**src/rtl/core/fdtsbp_pkg.sv**
```systemverilog
`default_nettype none

package fdtsbp_pkg;

  localparam int unsigned DefMaxDepth = 16;

  localparam int unsigned DepthW = 5;
  localparam int unsigned EventW = 3;

  localparam logic [31:0] TOK_BEGIN_NODE = 32'h0000_0001;
  localparam logic [31:0] TOK_END_NODE   = 32'h0000_0002;
  localparam logic [31:0] TOK_PROP       = 32'h0000_0003;
  localparam logic [31:0] TOK_NOP        = 32'h0000_0004;
  localparam logic [31:0] TOK_END        = 32'h0000_0009;

  localparam logic [EventW-1:0] EV_CHAR   = 3'd0;
  localparam logic [EventW-1:0] EV_OPEN   = 3'd1;
  localparam logic [EventW-1:0] EV_CLOSE  = 3'd2;
  localparam logic [EventW-1:0] EV_PROP   = 3'd3;
  localparam logic [EventW-1:0] EV_FINISH = 3'd4;
  localparam logic [EventW-1:0] EV_ERROR  = 3'd5;

  typedef enum logic [3:0] {
    MODE_FIRST     = 4'd0,
    MODE_NAME      = 4'd1,
    MODE_PAD       = 4'd2,
    MODE_TOKEN     = 4'd3,
    MODE_PROP_LEN  = 4'd4,
    MODE_PROP_OFF  = 4'd5,
    MODE_PAYLOAD   = 4'd6,
    MODE_END_TOKEN = 4'd7,
    MODE_DONE      = 4'd8,
    MODE_ERROR     = 4'd9
  } mode_e;

  typedef struct packed {
    logic       first_byte;
    logic [7:0] data_byte;
  } in_item_t;

  typedef struct packed {
    logic [EventW-1:0] event_res;
    logic [DepthW-1:0] depth;
    logic [7:0]        name_char;
    logic [31:0]       prop_name_offset;
    logic [31:0]       prop_length;
  } res_item_t;

endpackage

`default_nettype wire

```
**src/rtl/core/fdtsbp_if.sv**
```systemverilog
`default_nettype none

interface fdtsbp_in_if;
  logic       valid;
  logic       ready;
  logic       first_byte;
  logic [7:0] data_byte;

  modport source (output valid, output first_byte, output data_byte, input ready);
  modport sink   (input valid, input first_byte, input data_byte, output ready);
endinterface

interface fdtsbp_out_if;
  logic        valid;
  logic        ready;
  logic [2:0]  event_res;
  logic [4:0]  depth;
  logic [7:0]  name_char;
  logic [31:0] prop_name_offset;
  logic [31:0] prop_length;

  modport source (output valid, output event_res, output depth, output name_char,
                  output prop_name_offset, output prop_length, input ready);
  modport sink   (input valid, input event_res, input depth, input name_char,
                  input prop_name_offset, input prop_length, output ready);
endinterface

`default_nettype wire

```
**src/rtl/core/fdtsbp_in_reg.sv**
```systemverilog
`default_nettype none

module fdtsbp_in_reg
  import fdtsbp_pkg::*;
(
  input  wire logic     clk_i,
  input  wire logic     rst_ni,
  input  wire logic     valid_i,
  input  wire in_item_t item_i,
  output logic          ready_o,
  input  wire logic     adv_i,
  output logic          valid_o,
  output in_item_t      item_o
);

  logic     vld_q, vld_d;
  in_item_t item_q;

  // stage frees up whenever its item moves on in the same cycle
  assign ready_o = !vld_q || adv_i;
  assign vld_d   = (valid_i && ready_o) || (vld_q && !adv_i);

  always_ff @(posedge clk_i or negedge rst_ni) begin
    if (!rst_ni) begin
      vld_q <= 1'b0;
    end else begin
      vld_q <= vld_d;
    end
  end

  always_ff @(posedge clk_i) begin
    if (valid_i && ready_o) begin
      item_q <= item_i;
    end
  end

  assign valid_o = vld_q;
  assign item_o  = item_q;

endmodule

`default_nettype wire

```
**src/rtl/core/fdtsbp_parse.sv**
```systemverilog
`default_nettype none

module fdtsbp_parse
  import fdtsbp_pkg::*;
#(
  parameter int unsigned MAX_DEPTH = DefMaxDepth
) (
  input  wire logic     clk_i,
  input  wire logic     rst_ni,
  input  wire logic     adv_i,
  input  wire in_item_t item_i,
  output logic          res_valid_o,
  output res_item_t     res_o
);

  localparam int unsigned LvlW = $clog2(MAX_DEPTH + 1);
  localparam int unsigned ExtW = (LvlW > DepthW) ? LvlW : DepthW;

  mode_e            mode_q, mode_d, cur_mode;
  logic [1:0]       phase_q, phase_d, cur_phase;
  logic [31:0]      acc_q, acc_d, cur_acc, acc_sh;
  logic [31:0]      rem_q, rem_d, cur_rem, rem_dec;
  logic [31:0]      len_q, len_d, cur_len;
  logic [LvlW-1:0]  lvl_q, lvl_d, cur_lvl;
  logic [ExtW-1:0]  lvl_ext;
  logic             word_done;
  logic             ev_vld;
  logic [EventW-1:0] ev_code;
  logic [7:0]       ev_char;
  logic [31:0]      ev_off, ev_len;

  always_comb begin
    // a restart byte sees the reset state
    cur_mode  = item_i.first_byte ? MODE_FIRST : mode_q;
    cur_phase = item_i.first_byte ? 2'd0 : phase_q;
    cur_acc   = item_i.first_byte ? 32'd0 : acc_q;
    cur_rem   = item_i.first_byte ? 32'd0 : rem_q;
    cur_len   = item_i.first_byte ? 32'd0 : len_q;
    cur_lvl   = item_i.first_byte ? '0 : lvl_q;

    phase_d   = cur_phase + 2'd1;
    word_done = (phase_d == 2'd0);
    acc_sh    = {cur_acc[23:0], item_i.data_byte};
    rem_dec   = cur_rem - 32'd1;

    mode_d  = cur_mode;
    acc_d   = cur_acc;
    rem_d   = cur_rem;
    len_d   = cur_len;
    lvl_d   = cur_lvl;
    ev_vld  = 1'b0;
    ev_code = EV_ERROR;
    ev_char = 8'd0;
    ev_off  = 32'd0;
    ev_len  = 32'd0;

    case (cur_mode)
      MODE_FIRST, MODE_TOKEN, MODE_PROP_LEN, MODE_PROP_OFF, MODE_END_TOKEN: begin
        acc_d = acc_sh;
        if (word_done) begin
          case (cur_mode)
            MODE_FIRST: begin
              ev_vld = 1'b1;
              if (acc_sh == TOK_BEGIN_NODE) begin
                lvl_d   = LvlW'(1);
                mode_d  = MODE_NAME;
                ev_code = EV_OPEN;
              end else if (acc_sh == TOK_END) begin
                mode_d  = MODE_DONE;
                ev_code = EV_FINISH;
              end else begin
                mode_d  = MODE_ERROR;
                ev_code = EV_ERROR;
              end
            end
            MODE_END_TOKEN: begin
              ev_vld = 1'b1;
              if (acc_sh == TOK_END) begin
                mode_d  = MODE_DONE;
                ev_code = EV_FINISH;
              end else begin
                mode_d  = MODE_ERROR;
                ev_code = EV_ERROR;
              end
            end
            MODE_PROP_LEN: begin
              len_d  = acc_sh;
              mode_d = MODE_PROP_OFF;
            end
            MODE_PROP_OFF: begin
              ev_vld  = 1'b1;
              ev_code = EV_PROP;
              ev_off  = acc_sh;
              ev_len  = cur_len;
              rem_d   = cur_len;
              mode_d  = (cur_len == 32'd0) ? MODE_TOKEN : MODE_PAYLOAD;
            end
            default: begin
              if (acc_sh == TOK_BEGIN_NODE) begin
                ev_vld = 1'b1;
                if (cur_lvl >= LvlW'(MAX_DEPTH)) begin
                  mode_d  = MODE_ERROR;
                  ev_code = EV_ERROR;
                end else begin
                  lvl_d   = cur_lvl + LvlW'(1);
                  mode_d  = MODE_NAME;
                  ev_code = EV_OPEN;
                end
              end else if (acc_sh == TOK_END_NODE) begin
                ev_vld  = 1'b1;
                ev_code = EV_CLOSE;
                if (cur_lvl != '0) begin
                  lvl_d = cur_lvl - LvlW'(1);
                end
                // root closed: only the end token may follow
                if (cur_lvl <= LvlW'(1)) begin
                  mode_d = MODE_END_TOKEN;
                end
              end else if (acc_sh == TOK_PROP) begin
                mode_d = MODE_PROP_LEN;
              end else if (acc_sh != TOK_NOP) begin
                ev_vld  = 1'b1;
                ev_code = EV_ERROR;
                mode_d  = MODE_ERROR;
              end
            end
          endcase
        end
      end
      MODE_NAME: begin
        if (item_i.data_byte != 8'd0) begin
          ev_vld  = 1'b1;
          ev_code = EV_CHAR;
          ev_char = item_i.data_byte;
        end else begin
          mode_d = word_done ? MODE_TOKEN : MODE_PAD;
        end
      end
      MODE_PAD: begin
        if (word_done) begin
          mode_d = MODE_TOKEN;
        end
      end
      MODE_PAYLOAD: begin
        rem_d = rem_dec;
        if (rem_dec == 32'd0) begin
          mode_d = word_done ? MODE_TOKEN : MODE_PAD;
        end
      end
      default: begin
      end
    endcase
  end

  always_ff @(posedge clk_i or negedge rst_ni) begin
    if (!rst_ni) begin
      mode_q  <= MODE_FIRST;
      phase_q <= 2'd0;
      acc_q   <= 32'd0;
      rem_q   <= 32'd0;
      len_q   <= 32'd0;
      lvl_q   <= '0;
    end else if (adv_i) begin
      mode_q  <= mode_d;
      phase_q <= phase_d;
      acc_q   <= acc_d;
      rem_q   <= rem_d;
      len_q   <= len_d;
      lvl_q   <= lvl_d;
    end
  end

  assign lvl_ext                = ExtW'(lvl_d);
  assign res_valid_o            = ev_vld;
  assign res_o.event_res        = ev_code;
  assign res_o.depth            = lvl_ext[DepthW-1:0];
  assign res_o.name_char        = ev_char;
  assign res_o.prop_name_offset = ev_off;
  assign res_o.prop_length      = ev_len;

endmodule

`default_nettype wire

```
**src/rtl/core/fdtsbp_out_reg.sv**
```systemverilog
`default_nettype none

module fdtsbp_out_reg
  import fdtsbp_pkg::*;
(
  input  wire logic      clk_i,
  input  wire logic      rst_ni,
  input  wire logic      load_i,
  input  wire res_item_t res_i,
  output logic           free_o,
  output logic           valid_o,
  input  wire logic      ready_i,
  output res_item_t      res_o
);

  logic      vld_q, vld_d;
  res_item_t res_q;

  assign free_o = !vld_q || ready_i;
  assign vld_d  = load_i || (vld_q && !ready_i);

  always_ff @(posedge clk_i or negedge rst_ni) begin
    if (!rst_ni) begin
      vld_q <= 1'b0;
    end else begin
      vld_q <= vld_d;
    end
  end

  always_ff @(posedge clk_i) begin
    if (load_i) begin
      res_q <= res_i;
    end
  end

  assign valid_o = vld_q;
  assign res_o   = res_q;

endmodule

`default_nettype wire

```
**src/rtl/core/fdt_structure_block_parser.sv**
```systemverilog
// channel | dir | payload                                         | accepted when
// in_i    | in  | first_byte, data_byte                           | valid && ready
// out_o   | out | event_res, depth, name_char, prop_name_offset,  | valid && ready
//         |     | prop_length                                     |
//
// one byte per cycle sustained unless a result stalls; from acceptance to
// result: input register, then parse state update feeding the result register.
// rst_ni clears the parse state and both valid flags at once.
// a stalled result holds the item in the input register; bytes that
// produce no result pass through without needing the result register.
`default_nettype none

module fdt_structure_block_parser
  import fdtsbp_pkg::*;
#(
  parameter int unsigned MAX_DEPTH = DefMaxDepth
) (
  input  wire logic clk_i,
  input  wire logic rst_ni,
  fdtsbp_in_if.sink    in_i,
  fdtsbp_out_if.source out_o
);

  in_item_t  in_item, stg_item;
  res_item_t res_new, res_out;
  logic      stg_vld, adv, res_vld, out_free, load;

  assign in_item.first_byte = in_i.first_byte;
  assign in_item.data_byte  = in_i.data_byte;

  // an item moves on unless it would produce a result into a full register
  assign adv  = stg_vld && (out_free || !res_vld);
  assign load = adv && res_vld;

  fdtsbp_in_reg u_in_reg (
    .clk_i   (clk_i),
    .rst_ni  (rst_ni),
    .valid_i (in_i.valid),
    .item_i  (in_item),
    .ready_o (in_i.ready),
    .adv_i   (adv),
    .valid_o (stg_vld),
    .item_o  (stg_item)
  );

  fdtsbp_parse #(
    .MAX_DEPTH (MAX_DEPTH)
  ) u_parse (
    .clk_i       (clk_i),
    .rst_ni      (rst_ni),
    .adv_i       (adv),
    .item_i      (stg_item),
    .res_valid_o (res_vld),
    .res_o       (res_new)
  );

  fdtsbp_out_reg u_out_reg (
    .clk_i   (clk_i),
    .rst_ni  (rst_ni),
    .load_i  (load),
    .res_i   (res_new),
    .free_o  (out_free),
    .valid_o (out_o.valid),
    .ready_i (out_o.ready),
    .res_o   (res_out)
  );

  assign out_o.event_res        = res_out.event_res;
  assign out_o.depth            = res_out.depth;
  assign out_o.name_char        = res_out.name_char;
  assign out_o.prop_name_offset = res_out.prop_name_offset;
  assign out_o.prop_length      = res_out.prop_length;

`ifndef SYNTHESIS
  a_stall_holds: assert property (@(posedge clk_i) disable iff (!rst_ni)
    stg_vld && !adv |=> stg_vld)
    else $error("staged item lost while stalled");

  a_open_depth: assert property (@(posedge clk_i) disable iff (!rst_ni)
    out_o.valid && out_o.event_res == EV_OPEN |-> out_o.depth != '0 || MAX_DEPTH >= 32)
    else $error("node opened at level zero");

  a_len_only_prop: assert property (@(posedge clk_i) disable iff (!rst_ni)
    out_o.valid && out_o.event_res != EV_PROP |-> out_o.prop_length == 32'd0)
    else $error("property length on a non-property result");

  a_no_overwrite: assert property (@(posedge clk_i) disable iff (!rst_ni)
    load |-> !out_o.valid || out_o.ready)
    else $error("result register overwritten");
`endif

endmodule

`default_nettype wire

```
**src/flat_wrapper.sv**
```systemverilog
// flat-port wrapper written by rule: the top's interface ports become plain ports
module fdt_structure_block_parser_flat import fdtsbp_pkg::*;
#(
  parameter int unsigned MAX_DEPTH = DefMaxDepth
)
  (clk_i, rst_ni, in_i_valid, in_i_first_byte, in_i_data_byte, in_i_ready, out_o_valid, out_o_event_res, out_o_depth, out_o_name_char, out_o_prop_name_offset, out_o_prop_length, out_o_ready);
  fdtsbp_in_if in_i_i ();
  fdtsbp_out_if out_o_i ();
  input  wire logic clk_i;
  input  wire logic rst_ni;
  input wire logic [$bits(in_i_i.valid)-1:0] in_i_valid;
  input wire logic [$bits(in_i_i.first_byte)-1:0] in_i_first_byte;
  input wire logic [$bits(in_i_i.data_byte)-1:0] in_i_data_byte;
  output wire logic [$bits(in_i_i.ready)-1:0] in_i_ready;
  output wire logic [$bits(out_o_i.valid)-1:0] out_o_valid;
  output wire logic [$bits(out_o_i.event_res)-1:0] out_o_event_res;
  output wire logic [$bits(out_o_i.depth)-1:0] out_o_depth;
  output wire logic [$bits(out_o_i.name_char)-1:0] out_o_name_char;
  output wire logic [$bits(out_o_i.prop_name_offset)-1:0] out_o_prop_name_offset;
  output wire logic [$bits(out_o_i.prop_length)-1:0] out_o_prop_length;
  input wire logic [$bits(out_o_i.ready)-1:0] out_o_ready;
  assign in_i_i.valid = in_i_valid;
  assign in_i_i.first_byte = in_i_first_byte;
  assign in_i_i.data_byte = in_i_data_byte;
  assign in_i_ready = in_i_i.ready;
  assign out_o_valid = out_o_i.valid;
  assign out_o_event_res = out_o_i.event_res;
  assign out_o_depth = out_o_i.depth;
  assign out_o_name_char = out_o_i.name_char;
  assign out_o_prop_name_offset = out_o_i.prop_name_offset;
  assign out_o_prop_length = out_o_i.prop_length;
  assign out_o_i.ready = out_o_ready;
  fdt_structure_block_parser #(.MAX_DEPTH(MAX_DEPTH)) u_core (.clk_i(clk_i), .rst_ni(rst_ni), .in_i(in_i_i), .out_o(out_o_i));
endmodule
```
**config.mk**
```make
export PLATFORM = sky130hd
export DESIGN_NAME = fdt_structure_block_parser_flat
export DESIGN_NICKNAME = d
export VERILOG_FILES = /design/src/rtl/core/fdtsbp_pkg.sv /design/src/rtl/core/fdtsbp_if.sv /design/src/rtl/core/fdtsbp_in_reg.sv /design/src/rtl/core/fdtsbp_parse.sv /design/src/rtl/core/fdtsbp_out_reg.sv /design/src/rtl/core/fdt_structure_block_parser.sv /design/src/flat_wrapper.sv
export SDC_FILE = /design/constraint.sdc
export NUM_CORES = 1
export LEC_CHECK = 0
export BUFFER_PORTS_ARGS = -buffer_cell sky130_fd_sc_hd__buf_2
export CORE_UTILIZATION = 56
export CTS_BUF_LIST = sky130_fd_sc_hd__clkbuf_4 sky130_fd_sc_hd__clkbuf_8
export DETAILED_ROUTE_END_ITERATION = 16
export PLACE_DENSITY = 0.79
export SLEW_MARGIN = 5
export SYNTH_ARGS = -nofsm -noshare
export SYNTH_HDL_FRONTEND = slang
export SYNTH_SLANG_ARGS = --single-unit
```
**constraint.sdc**
```tcl
create_clock -name clk_i -period 6.95 [get_ports clk_i]
set_input_delay 0.695 -clock clk_i [delete_from_list [all_inputs] [get_ports clk_i]]
set_output_delay 0.695 -clock clk_i [all_outputs]
set_load 0.03 [all_outputs]
```
# ---- Word level (Yosys, flattened, before mapping)
# Index checks and enable logic that the tools add are counted.
# Widths: inputs -> output; s select.
dict set report totals {
  out_inout_bits 82
  n_memories 0
  input_bits 13
  romBits 0
  reg_bits 190
  ramBits 0
  latch_bits 0
}
dict set report classes {
  n_shift 0
  eq_ne 12
  n_mul 0
  n_div 0
  add_sub_neg 4
  bitwise_logic 0
  n_mux 54
  n_lt_le_gt_ge 2
  reduce_logical 26
}
# cell count
set op_table {}
lappend op_table {{$mux 32} 7}
lappend op_table {{$eq 32x2->1 const B} 2}
lappend op_table {{$logic_not 32->1} 2}
lappend op_table {{$pmux 32 s2} 1}
lappend op_table {{$mux 24} 2}
lappend op_table {{$mux 4} 12}
lappend op_table {{$mux 5} 8}
lappend op_table {{$eq 32x1->1 const B} 1}
lappend op_table {{$eq 32x4->1 const B} 1}
lappend op_table {{$ne 32x3->1 const B} 1}
lappend op_table {{$pmux 4 s4} 2}
lappend op_table {{$sub 32x1->32 const B} 1}
lappend op_table {{$mux 3} 7}
lappend op_table {{$eq 4x3->1 const B} 4}
lappend op_table {{$pmux 3 s4} 1}
lappend op_table {{$pmux 5 s2} 1}
lappend op_table {{$mux 1} 9}
lappend op_table {{$eq 4x2->1 const B} 2}
lappend op_table {{$reduce_bool 8->1} 1}
lappend op_table {{$pmux 3 s2} 1}
lappend op_table {{$reduce_or 3->1} 2}
lappend op_table {{$add 5x1->5 const B} 1}
lappend op_table {{$ge 5x5->1 const B} 1}
lappend op_table {{$le 5x1->1 const B} 1}
lappend op_table {{other kinds (14)} 27}

# ---- Longest topological paths before layout
# Gate-level depths: netlist of run 1.
dict set report logic_depth {
  word_depth 15
  mapped_depth 16
  depth_no_buf 11
}

# ---- Modules after synthesis
# From an unflattened synthesis of run 1, not the netlist that was laid out.
dict set report hier_totals {
  hier_cells 951
  hier_area_um2 9844.4
}
# mod n_inst area_per_inst_um2 cells_each seq_area_each_um2
set modules_own_cells {}
lappend modules_own_cells {fdtsbp_parse 1 7051.8 852 2477.4}
lappend modules_own_cells {fdtsbp_out_reg 1 2449.8 83 2427.3}
lappend modules_own_cells {fdtsbp_in_reg 1 324.1 13 295.3}
lappend modules_own_cells {fdt_structure_block_parser 1 18.8 3 0.0}

# ---- Least setup slack after synthesis of run 1
# OpenSTA, ideal clock, no wires.
dict set report synth_timing {
  path_type {register to register}
  startpoint {register u_core.u_in_reg.item_q, in the netlist u_core.u_in_reg.item_o[8]}
  endpoint {register u_core.u_out_reg.res_q, in the netlist u_core.u_out_reg.res_o[0], enable pin}
  period_less_slack_ps 6534
  arrival_time_ps 6015
  path_buffers 6
  path_stages_with_launch 13
  t_required_ps 6431
  slack_ps 416
  path_cell_list {edfxtp_1 clkbuf_1 clkbuf_1 clkbuf_1 clkbuf_1 nor2b_1 ha_1 inv_1 o311a_1 o21ai_2 buf_2 buf_1 nor2_1}
}
dict set report synth_between {
  elab_chain_len 13
  elab_cells_between_ends 28
  cone_classes {add/sub (1); eq/ne (9); mux (10); reduce/logical (8)}
}
# item line_no
set synth_lines {}
lappend synth_lines {{start: declaration} fdtsbp_in_reg.sv:17} ;# in_item_t item_q;
lappend synth_lines {{start signal: assignment} fdtsbp_in_reg.sv:33} ;# item_q <= item_i;
lappend synth_lines {{$mux 24} fdtsbp_parse.sv:36} ;# cur_acc = item_i.first_byte ? 32'd0 : acc_q;
lappend synth_lines {{$ne 32x3->1} fdtsbp_parse.sv:121} ;# end else if (acc_sh != TOK_NOP) begin
lappend synth_lines {{$mux 1} fdtsbp_parse.sv:121}
lappend synth_lines {{$mux 1} fdtsbp_parse.sv:119} ;# end else if (acc_sh == TOK_PROP) begin
lappend synth_lines {{$mux 1} fdtsbp_parse.sv:109} ;# end else if (acc_sh == TOK_END_NODE) begin
lappend synth_lines {{$mux 1} fdtsbp_parse.sv:99} ;# if (acc_sh == TOK_BEGIN_NODE) begin
lappend synth_lines {{$pmux 1 s2} fdtsbp_parse.sv:61} ;# case (cur_mode)
lappend synth_lines {{$mux 1} fdtsbp_parse.sv:60} ;# if (word_done) begin
lappend synth_lines {{$pmux 1 s2 *} fdtsbp_parse.sv:57} ;# case (cur_mode)
lappend synth_lines {{$logic_not 1->1} fdt_structure_block_parser.sv:32} ;# assign adv = stg_vld && (out_free || !res_vld);
lappend synth_lines {{$logic_or 1x1->1} fdt_structure_block_parser.sv:32}
lappend synth_lines {{$logic_and 1x1->1} fdt_structure_block_parser.sv:32}
lappend synth_lines {{$logic_and 1x1->1 *} fdt_structure_block_parser.sv:33} ;# assign load = adv && res_vld;
lappend synth_lines {{via u_core.load} fdt_structure_block_parser.sv:26} ;# logic stg_vld, adv, res_vld, out_free, load;
lappend synth_lines {{end signal: assignment} fdtsbp_out_reg.sv:32} ;# res_q <= res_i;
lappend synth_lines {{end: declaration} fdtsbp_out_reg.sv:17} ;# res_item_t res_q;
# Mark *: on every way through the listed nets, which the timed path passes. The rest lies on a longest branch.
# A chain may end at the register's enable or synchronous reset.

# ---- Worst setup path after layout of run 1
dict set report layout_timing {
  startpoint {register u_core.u_in_reg.item_q, in the netlist u_core.u_in_reg.item_o[8]}
  endpoint {register u_core.u_parse.mode_q[0]}
}
dict set report layout_between {
  elab_chain_len 12
  elab_cells_between_ends 52
  cone_classes {add/sub (2); order compare (1); eq/ne (12); mux (28); reduce/logical (9)}
}
# item line_no
set layout_lines {}
lappend layout_lines {{branches (longest 12 deep; another with $sub 32x1->32)} --}
lappend layout_lines {{end signal: assignment} fdtsbp_parse.sv:164} ;# mode_q <= mode_d;
lappend layout_lines {{end: declaration} fdtsbp_parse.sv:19} ;# mode_e mode_q, mode_d, cur_mode;
# Several ways; the timed one is not identified.

==> impl_metrics.csv, run 1 <==
group,metric,value,unit
status,status,"finished clean",
global_route,use_met1,41.6,%
global_route,grt_pass1_wl,41500,um
clock_network,clkSinkCount,190,
synth,synthTopCellsByArea,"edfxtp_1 (27%), dfrtp_1 (26%), nand2_1 (4.8%)",
drt,drt-initial-drc-count,1029,
floorplan,die_h,134,um
final_layout,final_util,63.9,%
global_route,grt_max_degree,88,
pwr,leakagePower,4.25,nW
timing,worst_slew_pin_slew,1.11,ns
clock_network,cts_tree,"built",
final_layout,mostFrequentLayoutCell,"nand2_1",
place,dp.cells,1230,
final_layout,n_antenna_cell,0,
synth,ys_ff_latch,190,
floorplan,design.die.area,18000,um^2
global_route,antenna_found_initial,0,
drt,first_pass_iters,5,
final_layout,drive_gt1_share,15.4,%
pwr,seqPwrFrac,52.9,%
final_layout,final_cell_mix,"nand2_1 (126), dfrtp_1 (101), buf_2 (93), edfxtp_1 (89), and2_1 (74)",
timing,period_minus_slack,4.39,ns
worst_setup_path,crit_type,"flop to flop",
pwr,p_sw,0.906,mW
global_route,use_met2,45.5,%
timing,hold_viol,0,
global_route,overflow,0,
worst_setup_path,end_kind,"flop",
timing,grt_setup_unrepaired,"no",
global_route,grt_pass1_vias,7706,
timing,fmax,0.228,GHz
worst_setup_path,critPathArrivalTime,4.80,ns
worst_setup_path,start_kind,"flop",
place,placed_area,10300,um^2
synth,synth_top_area_cell,"edfxtp_1",
clock_network,h-tree-depth,4,
synth,ys_seq_area_share,53.2,%
pwr,p_clk_share,27.9,%
synth,ys_async_sr_fraction,53.2,%
synth,synth_top_area_share,27.3,%
final_layout,instances_no_fill,1262,
floorplan,core,16800,um^2
synth,syn_inst,974,
worst_setup_path,critical-path-max-stage-delay,0.88,ns
timing,finalHoldWorstSlack,0.107,ns
pwr,finalPower,2.63,mW
pwr,p_per_area,244,nW/um^2
clock_network,cts_hold_buf,0,
pwr,power.internal,1.72,mW
clock_network,path_clk_slew,0.11,ns
floorplan,row_count,47,
place,gp_congestion,0.957,
floorplan,num_io_pins,95,
floorplan,start_util,58.1,%
final_layout,nFillCells,1382,
pwr,swShare,34.5,%
worst_setup_path,crit_fanout,36,
clock_network,ctsLongestPathBuffers,2,
clock_network,cts-root-buf,"clkbuf_8",
timing,final-max-slew-violation-count,0,
final_layout,area_growth,9.92,%
clock_network,insertion_delay,0.48,ns
drt,totalWireLength,25800,um
worst_setup_path,cp.required,7.36,ns
synth,synth_cell_types,78,
final_layout,fin_area,10700,um^2
place,port_buffers,94,
synth,syn_area_per_cell,10.0,um^2
global_route,met3_usage,5.67,%
pwr,power_frac_comb,19.2,%
synth,synth-main-ff-cell,"dfrtp_1",
timing,setup_tns,0,ns
clock_network,cts.repair.resized,0,
synth,netlist_area,9780,um^2
worst_setup_path,regToRegStartpoint,"u_core.u_in_reg.item_o[8]",
pwr,peakVddDrop,0.000171,V
worst_setup_path,crit_slowest_cell,"edfxtp_1",
timing,min_period_over_period,63.2,%
place,dp_hpwl,17400,um
drt,drc,0,
worst_setup_path,worstSetupStartpoint,"u_core.u_in_reg.item_o[8]",
synth,synth_edf_count,89,
clock_network,numCtsBuffers,17,
global_route,busiest_layer,"met2",
min_path,worstHoldPathType,"input pin to async pin",
drt,final_antenna_net_count,0,
clock_network,post_cts_buffers,0,
place,dp_worst_setup_slack,2.69,ns
timing,maxSlewHeadroom,26.1,%
synth,synth_nets,993,
floorplan,die_w,134,um
final_layout,nNetsFinal,1048,
synth,synth_warnings,0,
drt,wire_per_inst,20.5,um
timing,setup_ws,2.56,ns
timing,fin_skew,0.0148,ns
drt,via_per_inst,6.43,
timing,finalSetupViolations,0,
flow_run,max_cap_viol_count,0,
worst_setup_path,path_cells,"buf_4 > inv_1 > nand2_1 > ha_1 > o21ai_0 > nor3_1 > xor2_1 > nor4_2 > nand4_1 > o41a_1 > o211ai_2",
global_route,grt_usage,30.0,%
drt,vias,8116,
[critical path, delay by kind of cell, from the launching register on]
kind,cells,cell delay (ns)
AOI/OAI and AO/OA,3,0.95
and+or+nand+nor,4,1.04
buffers and inverters,2,0.76
DFF,1,0.88
adders and majority gates,1,0.55
xor gates and xnor gates,1,0.13
[layer usage]
metal | vias up | routed length [um]
li1 | 3716 | -
met1 | 3903 | 10900
met5 | - | 0
met4 | 0 | 1030
met3 | 69 | 2070
met2 | 428 | 11900
[registers in the layout, summed over array words and instances (netlist names)]
signal,flops
u_core.u_parse.acc_q,24
u_core.u_out_reg.res_o,80
u_core.u_in_reg.item_o,9
u_core.u_parse.rem_q,32
u_core.u_parse.phase_q,2
u_core.u_parse.mode_q,4
u_core.u_parse.len_q,32
u_core.u_in_reg.valid_o,1
u_core.u_parse.lvl_q,5
u_core.u_out_reg.valid_o,1
[cells by family (layout without fill, tap and decap cells)]
family	count (synthesis)	after routing	synth area share, %
multiplexers	16	16	1.79
flip-flops	190	190	53.2
buffers and inverters	85	153	3.54
XOR/XNOR	13	13	1.16
AND/OR/NAND/NOR	391	391	21.0
AO/OA/AOI/OAI	273	273	18.5
adder cells (fa/ha/maj)	6	6	0.768
[power by group through the flow]
stage | registers, mW | logic (mW) | clock network (mW)
6_report | 1.39 | 0.504 | 0.733
5_1_grt | 1.40 | 0.556 | 0.780
4_1_cts | 1.39 | 0.499 | 0.739
3_5_place_dp | 1.41 | 0.494 | 0
3_3_place_gp | 1.41 | 0.488 | 0
2_1_floorplan | 1.38 | 0.370 | 0
[cell type report]
class | instances | area, um^2 | area share [%]
Multi-Input combinational cell | 699 | 4260 | 39.6
Sequential cell | 190 | 5200 | 48.4
Clock buffer | 17 | 234 | 2.18
Inverter | 17 | 63.8 | 0.594
Tap cell | 220 | 275 | 2.56
Clock inverter | 15 | 171 | 1.59
Timing Repair Buffer | 104 | 548 | 5.10
[cells in the mapped netlist, types with 7 or more instances]
cell type  count
a32oi_1       15
nand2b_1       7
a31oi_1        7
mux2_1        10
nor3_1        11
buf_1          8
edfxtp_1      89
a21oi_1       42
nor4_1        32
a22oi_1       33
dfrtp_1      101
nand4_1       16
xor2_1         7
nand3_1       20
clkbuf_1      48
a21o_1         7
nor2_1        53
o21ai_0       38
a22o_1         9
inv_1         17
nor2b_1       11
and2_1        74
o221ai_1       7
o211ai_1       9
o21ai_1       52
buf_2          9
nand2_1      126
[final timing paths]
| path | to | slack [ns] | cells after the start |
|---|---|---|---|
| worst max-delay path | u_core.u_parse.mode_q[0] | 2.56 | 11 |
| worst min-delay path | u_core.u_parse.rem_q[13] | 0.11 | 1 |
| worst max register to register | u_core.u_parse.mode_q[0] | 2.56 | 11 |
| worst min register to register | u_core.u_parse.phase_q[1] | 0.50 | 2 |
| max in group asynchronous | u_core.u_parse.len_q[31] | 5.53 | 2 |
| min in group clk_i | u_core.u_in_reg.item_o[7] | 0.38 | 1 |
Power figures use the tool's default switching activity.
==> inputs of run 2 (changes only) <==
==> constraint.sdc (replaced) <==
create_clock -name clk_i -period 3.5 [get_ports clk_i]
set_input_delay 0.35 -clock clk_i [delete_from_list [all_inputs] [get_ports clk_i]]
set_output_delay 0.35 -clock clk_i [all_outputs]
set_load 0.03 [all_outputs]
==> run 2 against run 1 <==
  * Combinational power up 110%
  * Worst hold slack worse by 0.062 ns
  * Highest routed layer unchanged
  * Cell count up 2.3%
  * Via count up 2.5%
  * Sequential share of layout area down 1.1 points
  * Setup slack worse by 2.2 ns
  * Global-route usage up 0.41 points
==> impl_metrics.csv, run 2 (synthesized netlist as in run 1, its figures left out) <==
group,metric,value,unit
drt,first_pass_iters,5,
clock_network,ctsLongestPathBuffers,2,
worst_setup_path,endpoint,"in_i_ready",
clock_network,post_cts_buffers,0,
clock_network,path_clk_slew,0.10,ns
final_layout,seqCellArea,5200,um^2
global_route,grt_pass1_wl,41700,um
drt,drc,0,
drt,wire_per_inst,20.3,um
clock_network,numCtsBuffers,17,
clock_network,h-tree-depth,4,
final_layout,drive_gt1_share,17.9,%
floorplan,num_io_pins,95,
timing,worst_slew_pin_slew,0.846,ns
clock_network,cts.repair.resized,0,
worst_setup_path,r2r_end,"u_core.u_parse.mode_q[0]",
global_route,grt_max_degree,86,
worst_setup_path,regToRegStartpoint,"u_core.u_parse.rem_q[8]",
final_layout,n_antenna_cell,0,
timing,finalSetupViolations,0,
final_layout,multi_input_area,4280,um^2
place,dp_hpwl,18000,um
timing,grt_setup_unrepaired,"no",
worst_setup_path,rrSetupSlack,0.43,ns
drt,totalWireLength,26200,um
worst_setup_path,cp.required,3.15,ns
clock_network,cts-root-buf,"clkbuf_8",
final_layout,area_growth,12.6,%
timing,min_period_over_period,90.0,%
min_path,worstHoldPathType,"input pin to flop",
place,port_buffers,94,
worst_setup_path,end_kind,"output pin",
clock_network,clkSinkCount,190,
floorplan,die_h,134,um
final_layout,instances_no_fill,1291,
worst_setup_path,critPathArrivalTime,2.80,ns
final_layout,largest_reg_flops,80,
status,status,"finished clean",
place,gp_congestion,0.948,
worst_setup_path,crit_fanout,9,
timing,period_minus_slack,3.15,ns
worst_setup_path,worstSetupStartpoint,"u_core.u_in_reg.item_o[8]",
floorplan,start_util,58.1,%
place,dp.cells,1258,
timing,setup_ws,0.350,ns
drt,vias,8316,
worst_setup_path,start_kind,"flop",
pwr,leakagePower,4.40,nW
global_route,overflow,0,
floorplan,core,16800,um^2
drt,via_per_inst,6.44,
timing,fmax,0.317,GHz
global_route,grt_pass1_vias,7654,
timing,hold_viol,0,
clock_network,cts_tree,"built",
final_layout,nNetsFinal,1077,
flow_run,max_cap_viol_count,0,
timing,maxSlewHeadroom,43.0,%
clock_network,insertion_delay,0.47,ns
floorplan,row_count,47,
global_route,grt_usage,30.4,%
worst_setup_path,crit_type,"flop to output pin",
drt,final_antenna_net_count,0,
timing,fin_skew,0.0115,ns
pwr,peakVddDrop,0.000305,V
timing,finalHoldWorstSlack,0.0444,ns
global_route,antenna_found_initial,0,
drt,drt-initial-drc-count,968,
timing,setup_tns,0,ns
timing,final-max-slew-violation-count,0,
final_layout,mostFrequentLayoutCell,"nand2_1",
floorplan,die_w,134,um
final_layout,final_cell_mix,"nand2_1 (126), dfrtp_1 (101), buf_2 (93), edfxtp_1 (89), and2_1 (74)",
pwr,p_per_area,482,nW/um^2
place,dp_worst_setup_slack,0.490,ns
final_layout,nFillCells,1351,
floorplan,design.die.area,18000,um^2
worst_setup_path,reg2regPathDepth,8,
[run 2: cell types whose count changed in the layout (fill, tap and decap cells not counted), sizes merged]
cell	change
inv	-1
clkinvlp	+1
bufinv	+1
buf	+28
dlygate4sd3	+1
clkinv	-1
[run 2: what timing repair did]
action	in CTS	in global routing
hold buffers	1	0
setup endpoints to repair	0	0
hold endpoints to repair	37	0
[run 2: cell type report]
class,instances,share of cell area [%]
Clock inverter,15,1.60
Timing Repair Buffer,133,7.09
Inverter,17,0.580
Sequential cell,190,47.2
Clock buffer,17,2.13
Tap cell,220,2.50
Multi-Input combinational cell,699,38.9
[run 2: worst min path at each step]
stage | from | depth (start not counted) | slack [ns] | end
2_1_floorplan | rst_ni | 0 | 0.05 | u_core.u_in_reg.valid_o
3_3_place_gp | rst_ni | 1 | 0.37 | u_core.u_parse.rem_q[22]
3_5_place_dp | rst_ni | 1 | 0.38 | u_core.u_parse.rem_q[27]
4_1_cts | in_i_data_byte[6] | 1 | 0.02 | u_core.u_in_reg.item_o[6]
5_1_grt | in_i_data_byte[6] | 1 | 0.005 | u_core.u_in_reg.item_o[6]
6_report | in_i_data_byte[2] | 1 | 0.04 | u_core.u_in_reg.item_o[2]
[run 2: where the power goes]
group	internal, mW	switching, mW
clock	0.602	0.866
sequential	2.50	0.256
combinational	0.413	0.661
[run 2: stage by stage]
| step | util (%) | cell area (um^2) | power (mW) |
|---|---|---|---|
| 3_5_place_dp | 62.9 | 10600 | 3.85 |
| 2_1_floorplan | - | 9870 | 3.49 |
| 4_1_cts | 65.4 | 11000 | 5.31 |
| 3_3_place_gp | 62.9 | 10600 | 3.82 |
| 6_report | 65.4 | 11000 | 5.30 |
| 5_1_grt | 65.4 | 11000 | 5.55 |
[run 2: critical path, cell delays in order, from the launching register on]
cell and delay (ns):
edfxtp_1 0.52, buf_4 0.20, or3b_1 0.42, nor3_2 0.12, buf_4 0.17, o41ai_1 0.09
o311a_4 0.18, or3_1 0.41, buf_2 0.20
[run 2: metal layers]
| layer | vias up | wire length (um) | track usage (%) |
|---|---|---|---|
| li1 | 3773 | - | - |
| met1 | 4024 | 11000 | 42.6 |
| met2 | 459 | 12100 | 46.6 |
| met3 | 60 | 2180 | 6.16 |
| met4 | 0 | 912 | 11.8 |
| met5 | - | 0 | 0 |
==> inputs of run 3 (changes only) <==
--- a/config.mk
+++ b/config.mk
@@ -6,10 +6,10 @@
 export NUM_CORES = 1
 export LEC_CHECK = 0
 export BUFFER_PORTS_ARGS = -buffer_cell sky130_fd_sc_hd__buf_2
-export CORE_UTILIZATION = 56
+export CORE_UTILIZATION = 57
 export CTS_BUF_LIST = sky130_fd_sc_hd__clkbuf_4 sky130_fd_sc_hd__clkbuf_8
 export DETAILED_ROUTE_END_ITERATION = 16
-export PLACE_DENSITY = 0.79
+export PLACE_DENSITY = 0.77
 export SLEW_MARGIN = 5
 export SYNTH_ARGS = -nofsm -noshare
 export SYNTH_HDL_FRONTEND = slang
==> constraint.sdc (replaced) <==
create_clock -name clk_i -period 3.4 [get_ports clk_i]
set_input_delay 0.34 -clock clk_i [delete_from_list [all_inputs] [get_ports clk_i]]
set_output_delay 0.34 -clock clk_i [all_outputs]
set_load 0.02 [all_outputs]
==> run 3 against run 2 <==
  * Non-clock buffer count is 6 higher
  * Clock power is 7% higher
  * Power is 4.1% higher
  * First-iteration DRC count is 1.1% higher
  * Cell area is 1.1% higher
  * Core utilization is 1.5 points higher
  * Critical endpoint unchanged
  * Die area is 1.7% lower
  * Critical path type unchanged
  * Largest cell class unchanged
  * Register-to-register slack worse by 0.08 ns
==> impl_metrics.csv, run 3 (synthesized netlist as in run 1, its figures left out) <==
group,metric,value,unit
status,status,"finished clean",
timing,finalSetupViolations,0,
pwr,p_sw,1.92,mW
timing,period_minus_slack,3.15,ns
drt,vias,8294,
pwr,power_frac_comb,19.8,%
timing,grt_setup_unrepaired,"no",
pwr,swShare,34.8,%
drt,drt-initial-drc-count,979,
place,gp_congestion,0.968,
floorplan,num_io_pins,95,
global_route,grt_pass1_wl,42900,um
final_layout,nNetsFinal,1083,
timing,final-max-slew-violation-count,0,
pwr,peakVddDrop,0.000311,V
place,dp_worst_setup_slack,0.422,ns
timing,min_period_over_period,92.7,%
worst_setup_path,critPathArrivalTime,2.81,ns
worst_setup_path,cp.required,3.06,ns
clock_network,h-tree-depth,4,
worst_setup_path,crit_slowest_cell,"dfrtp_1",
worst_setup_path,critical_path_buf_inv_count,1,
timing,worst_slew_pin_slew,0.963,ns
drt,drc,0,
clock_network,cts.repair.resized,0,
pwr,p_per_area,496,nW/um^2
floorplan,row_count,47,
place,dp_hpwl,18200,um
floorplan,design.die.area,17700,um^2
pwr,p_clk_share,28.5,%
global_route,grt_usage,31.5,%
clock_network,post_cts_buffers,0,
global_route,grt_max_degree,89,
drt,via_per_inst,6.39,
floorplan,start_util,58.8,%
clock_network,cts-root-buf,"clkbuf_8",
timing,fin_skew,0.0182,ns
worst_setup_path,start_kind,"flop",
floorplan,die_w,133,um
pwr,power.internal,3.60,mW
timing,hold_viol,0,
min_path,worstHoldPathType,"input pin to flop",
global_route,antenna_found_initial,0,
clock_network,path_clk_slew,0.11,ns
timing,setup_ws,0.249,ns
clock_network,cts_hold_buf,7,
drt,first_pass_iters,6,
final_layout,area_growth,13.8,%
floorplan,core,16600,um^2
worst_setup_path,path_cells,"or3_1 > o211ai_1 > nor4_2 > o311a_4 > or3_1 > buf_2",
final_layout,mostFrequentLayoutCell,"nand2_1",
final_layout,n_antenna_cell,0,
pwr,leakagePower,4.44,nW
flow_run,max_cap_viol_count,0,
drt,final_antenna_net_count,0,
worst_setup_path,cp_common_cell,"or3_1",
clock_network,numCtsBuffers,17,
clock_network,clkSinkCount,190,
pwr,seqPwrFrac,51.7,%
final_layout,nFillCells,1289,
clock_network,insertion_delay,0.50,ns
global_route,grt_pass1_vias,7777,
worst_setup_path,crit_fanout,16,
drt,wire_per_inst,20.5,um
place,port_buffers,94,
worst_setup_path,crit_type,"flop to output pin",
worst_setup_path,crit_family,"simple AND/OR/NAND/NOR gates",
final_layout,largest_reg_flops,80,
timing,fmax,0.317,GHz
worst_setup_path,critical-path-max-stage-delay,0.59,ns
timing,maxSlewHeadroom,35.6,%
clock_network,cts_tree,"built",
final_layout,drive_gt1_share,18.0,%
final_layout,final_cell_mix,"nand2_1 (126), dfrtp_1 (101), buf_2 (93), edfxtp_1 (89), and2_1 (74)",
floorplan,die_h,133,um
worst_setup_path,end_kind,"output pin",
global_route,overflow,0,
clock_network,ctsLongestPathBuffers,2,
pwr,finalPower,5.52,mW
drt,totalWireLength,26600,um
==> run 3: power groups by stage <==
stage | Combinational [mW] | Clock, mW | Sequential [mW]
floorplan | 0.768 | 0 | 2.81
global placement | 1.05 | 0 | 2.88
detailed placement | 1.07 | 0 | 2.89
CTS | 1.08 | 1.60 | 2.84
global route | 1.20 | 1.68 | 2.87
finish | 1.10 | 1.57 | 2.85
==> run 3: stage by stage <==
step           cells  hold slack (ns)  utilization [%]  setup TNS [ns]  instance area [um^2]
2_1_floorplan    974           0.0444                -           -5.66                  9880
3_3_place_gp    1258            0.452             63.8               0                 10600
3_5_place_dp    1258            0.455             63.8               0                 10600
4_1_cts         1297          0.00460             66.9               0                 11100
5_1_grt         1297          0.00335             66.9               0                 11100
6_report        1297           0.0250             66.9               0                 11100
==> run 3: worst paths after layout <==
| kind | from | endpoint | slack (ns) | depth (start not counted) |
|---|---|---|---|---|
| worst max-delay path | u_core.u_parse.mode_q[1] | in_i_ready | 0.25 | 6 |
| worst min-delay path | in_i_data_byte[1] | u_core.u_in_reg.item_o[1] | 0.02 | 1 |
| worst max register to register | u_core.u_parse.rem_q[8] | u_core.u_parse.mode_q[0] | 0.35 | 8 |
| worst min register to register | u_core.u_parse.phase_q[0] | u_core.u_parse.phase_q[0] | 0.51 | 2 |
| max in group asynchronous | rst_ni | u_core.u_parse.len_q[23] | 2.18 | 3 |
| min in group asynchronous | rst_ni | u_core.u_parse.rem_q[8] | 0.45 | 2 |
==> run 3: area by class of cell <==
| cell class | count | area, um^2 | share of cell area, % |
|---|---|---|---|
| clock inverter | 15 | 204 | 1.83 |
| sequential | 190 | 5200 | 46.7 |
| tap | 220 | 275 | 2.47 |
| timing repair buffer | 139 | 866 | 7.78 |
| multi-input combinational | 699 | 4290 | 38.5 |
| clock buffer | 17 | 234 | 2.10 |
| inverter | 17 | 63.8 | 0.573 |
==> run 3: routing by layer <==
layer	up-vias	global-route usage (%)	part of all wire (%)
met3	50	5.71	6.8
li1	3798	-	-
met1	4036	44.1	44
met4	0	12.4	2.7
met2	410	48.7	47
met5	-	0	0
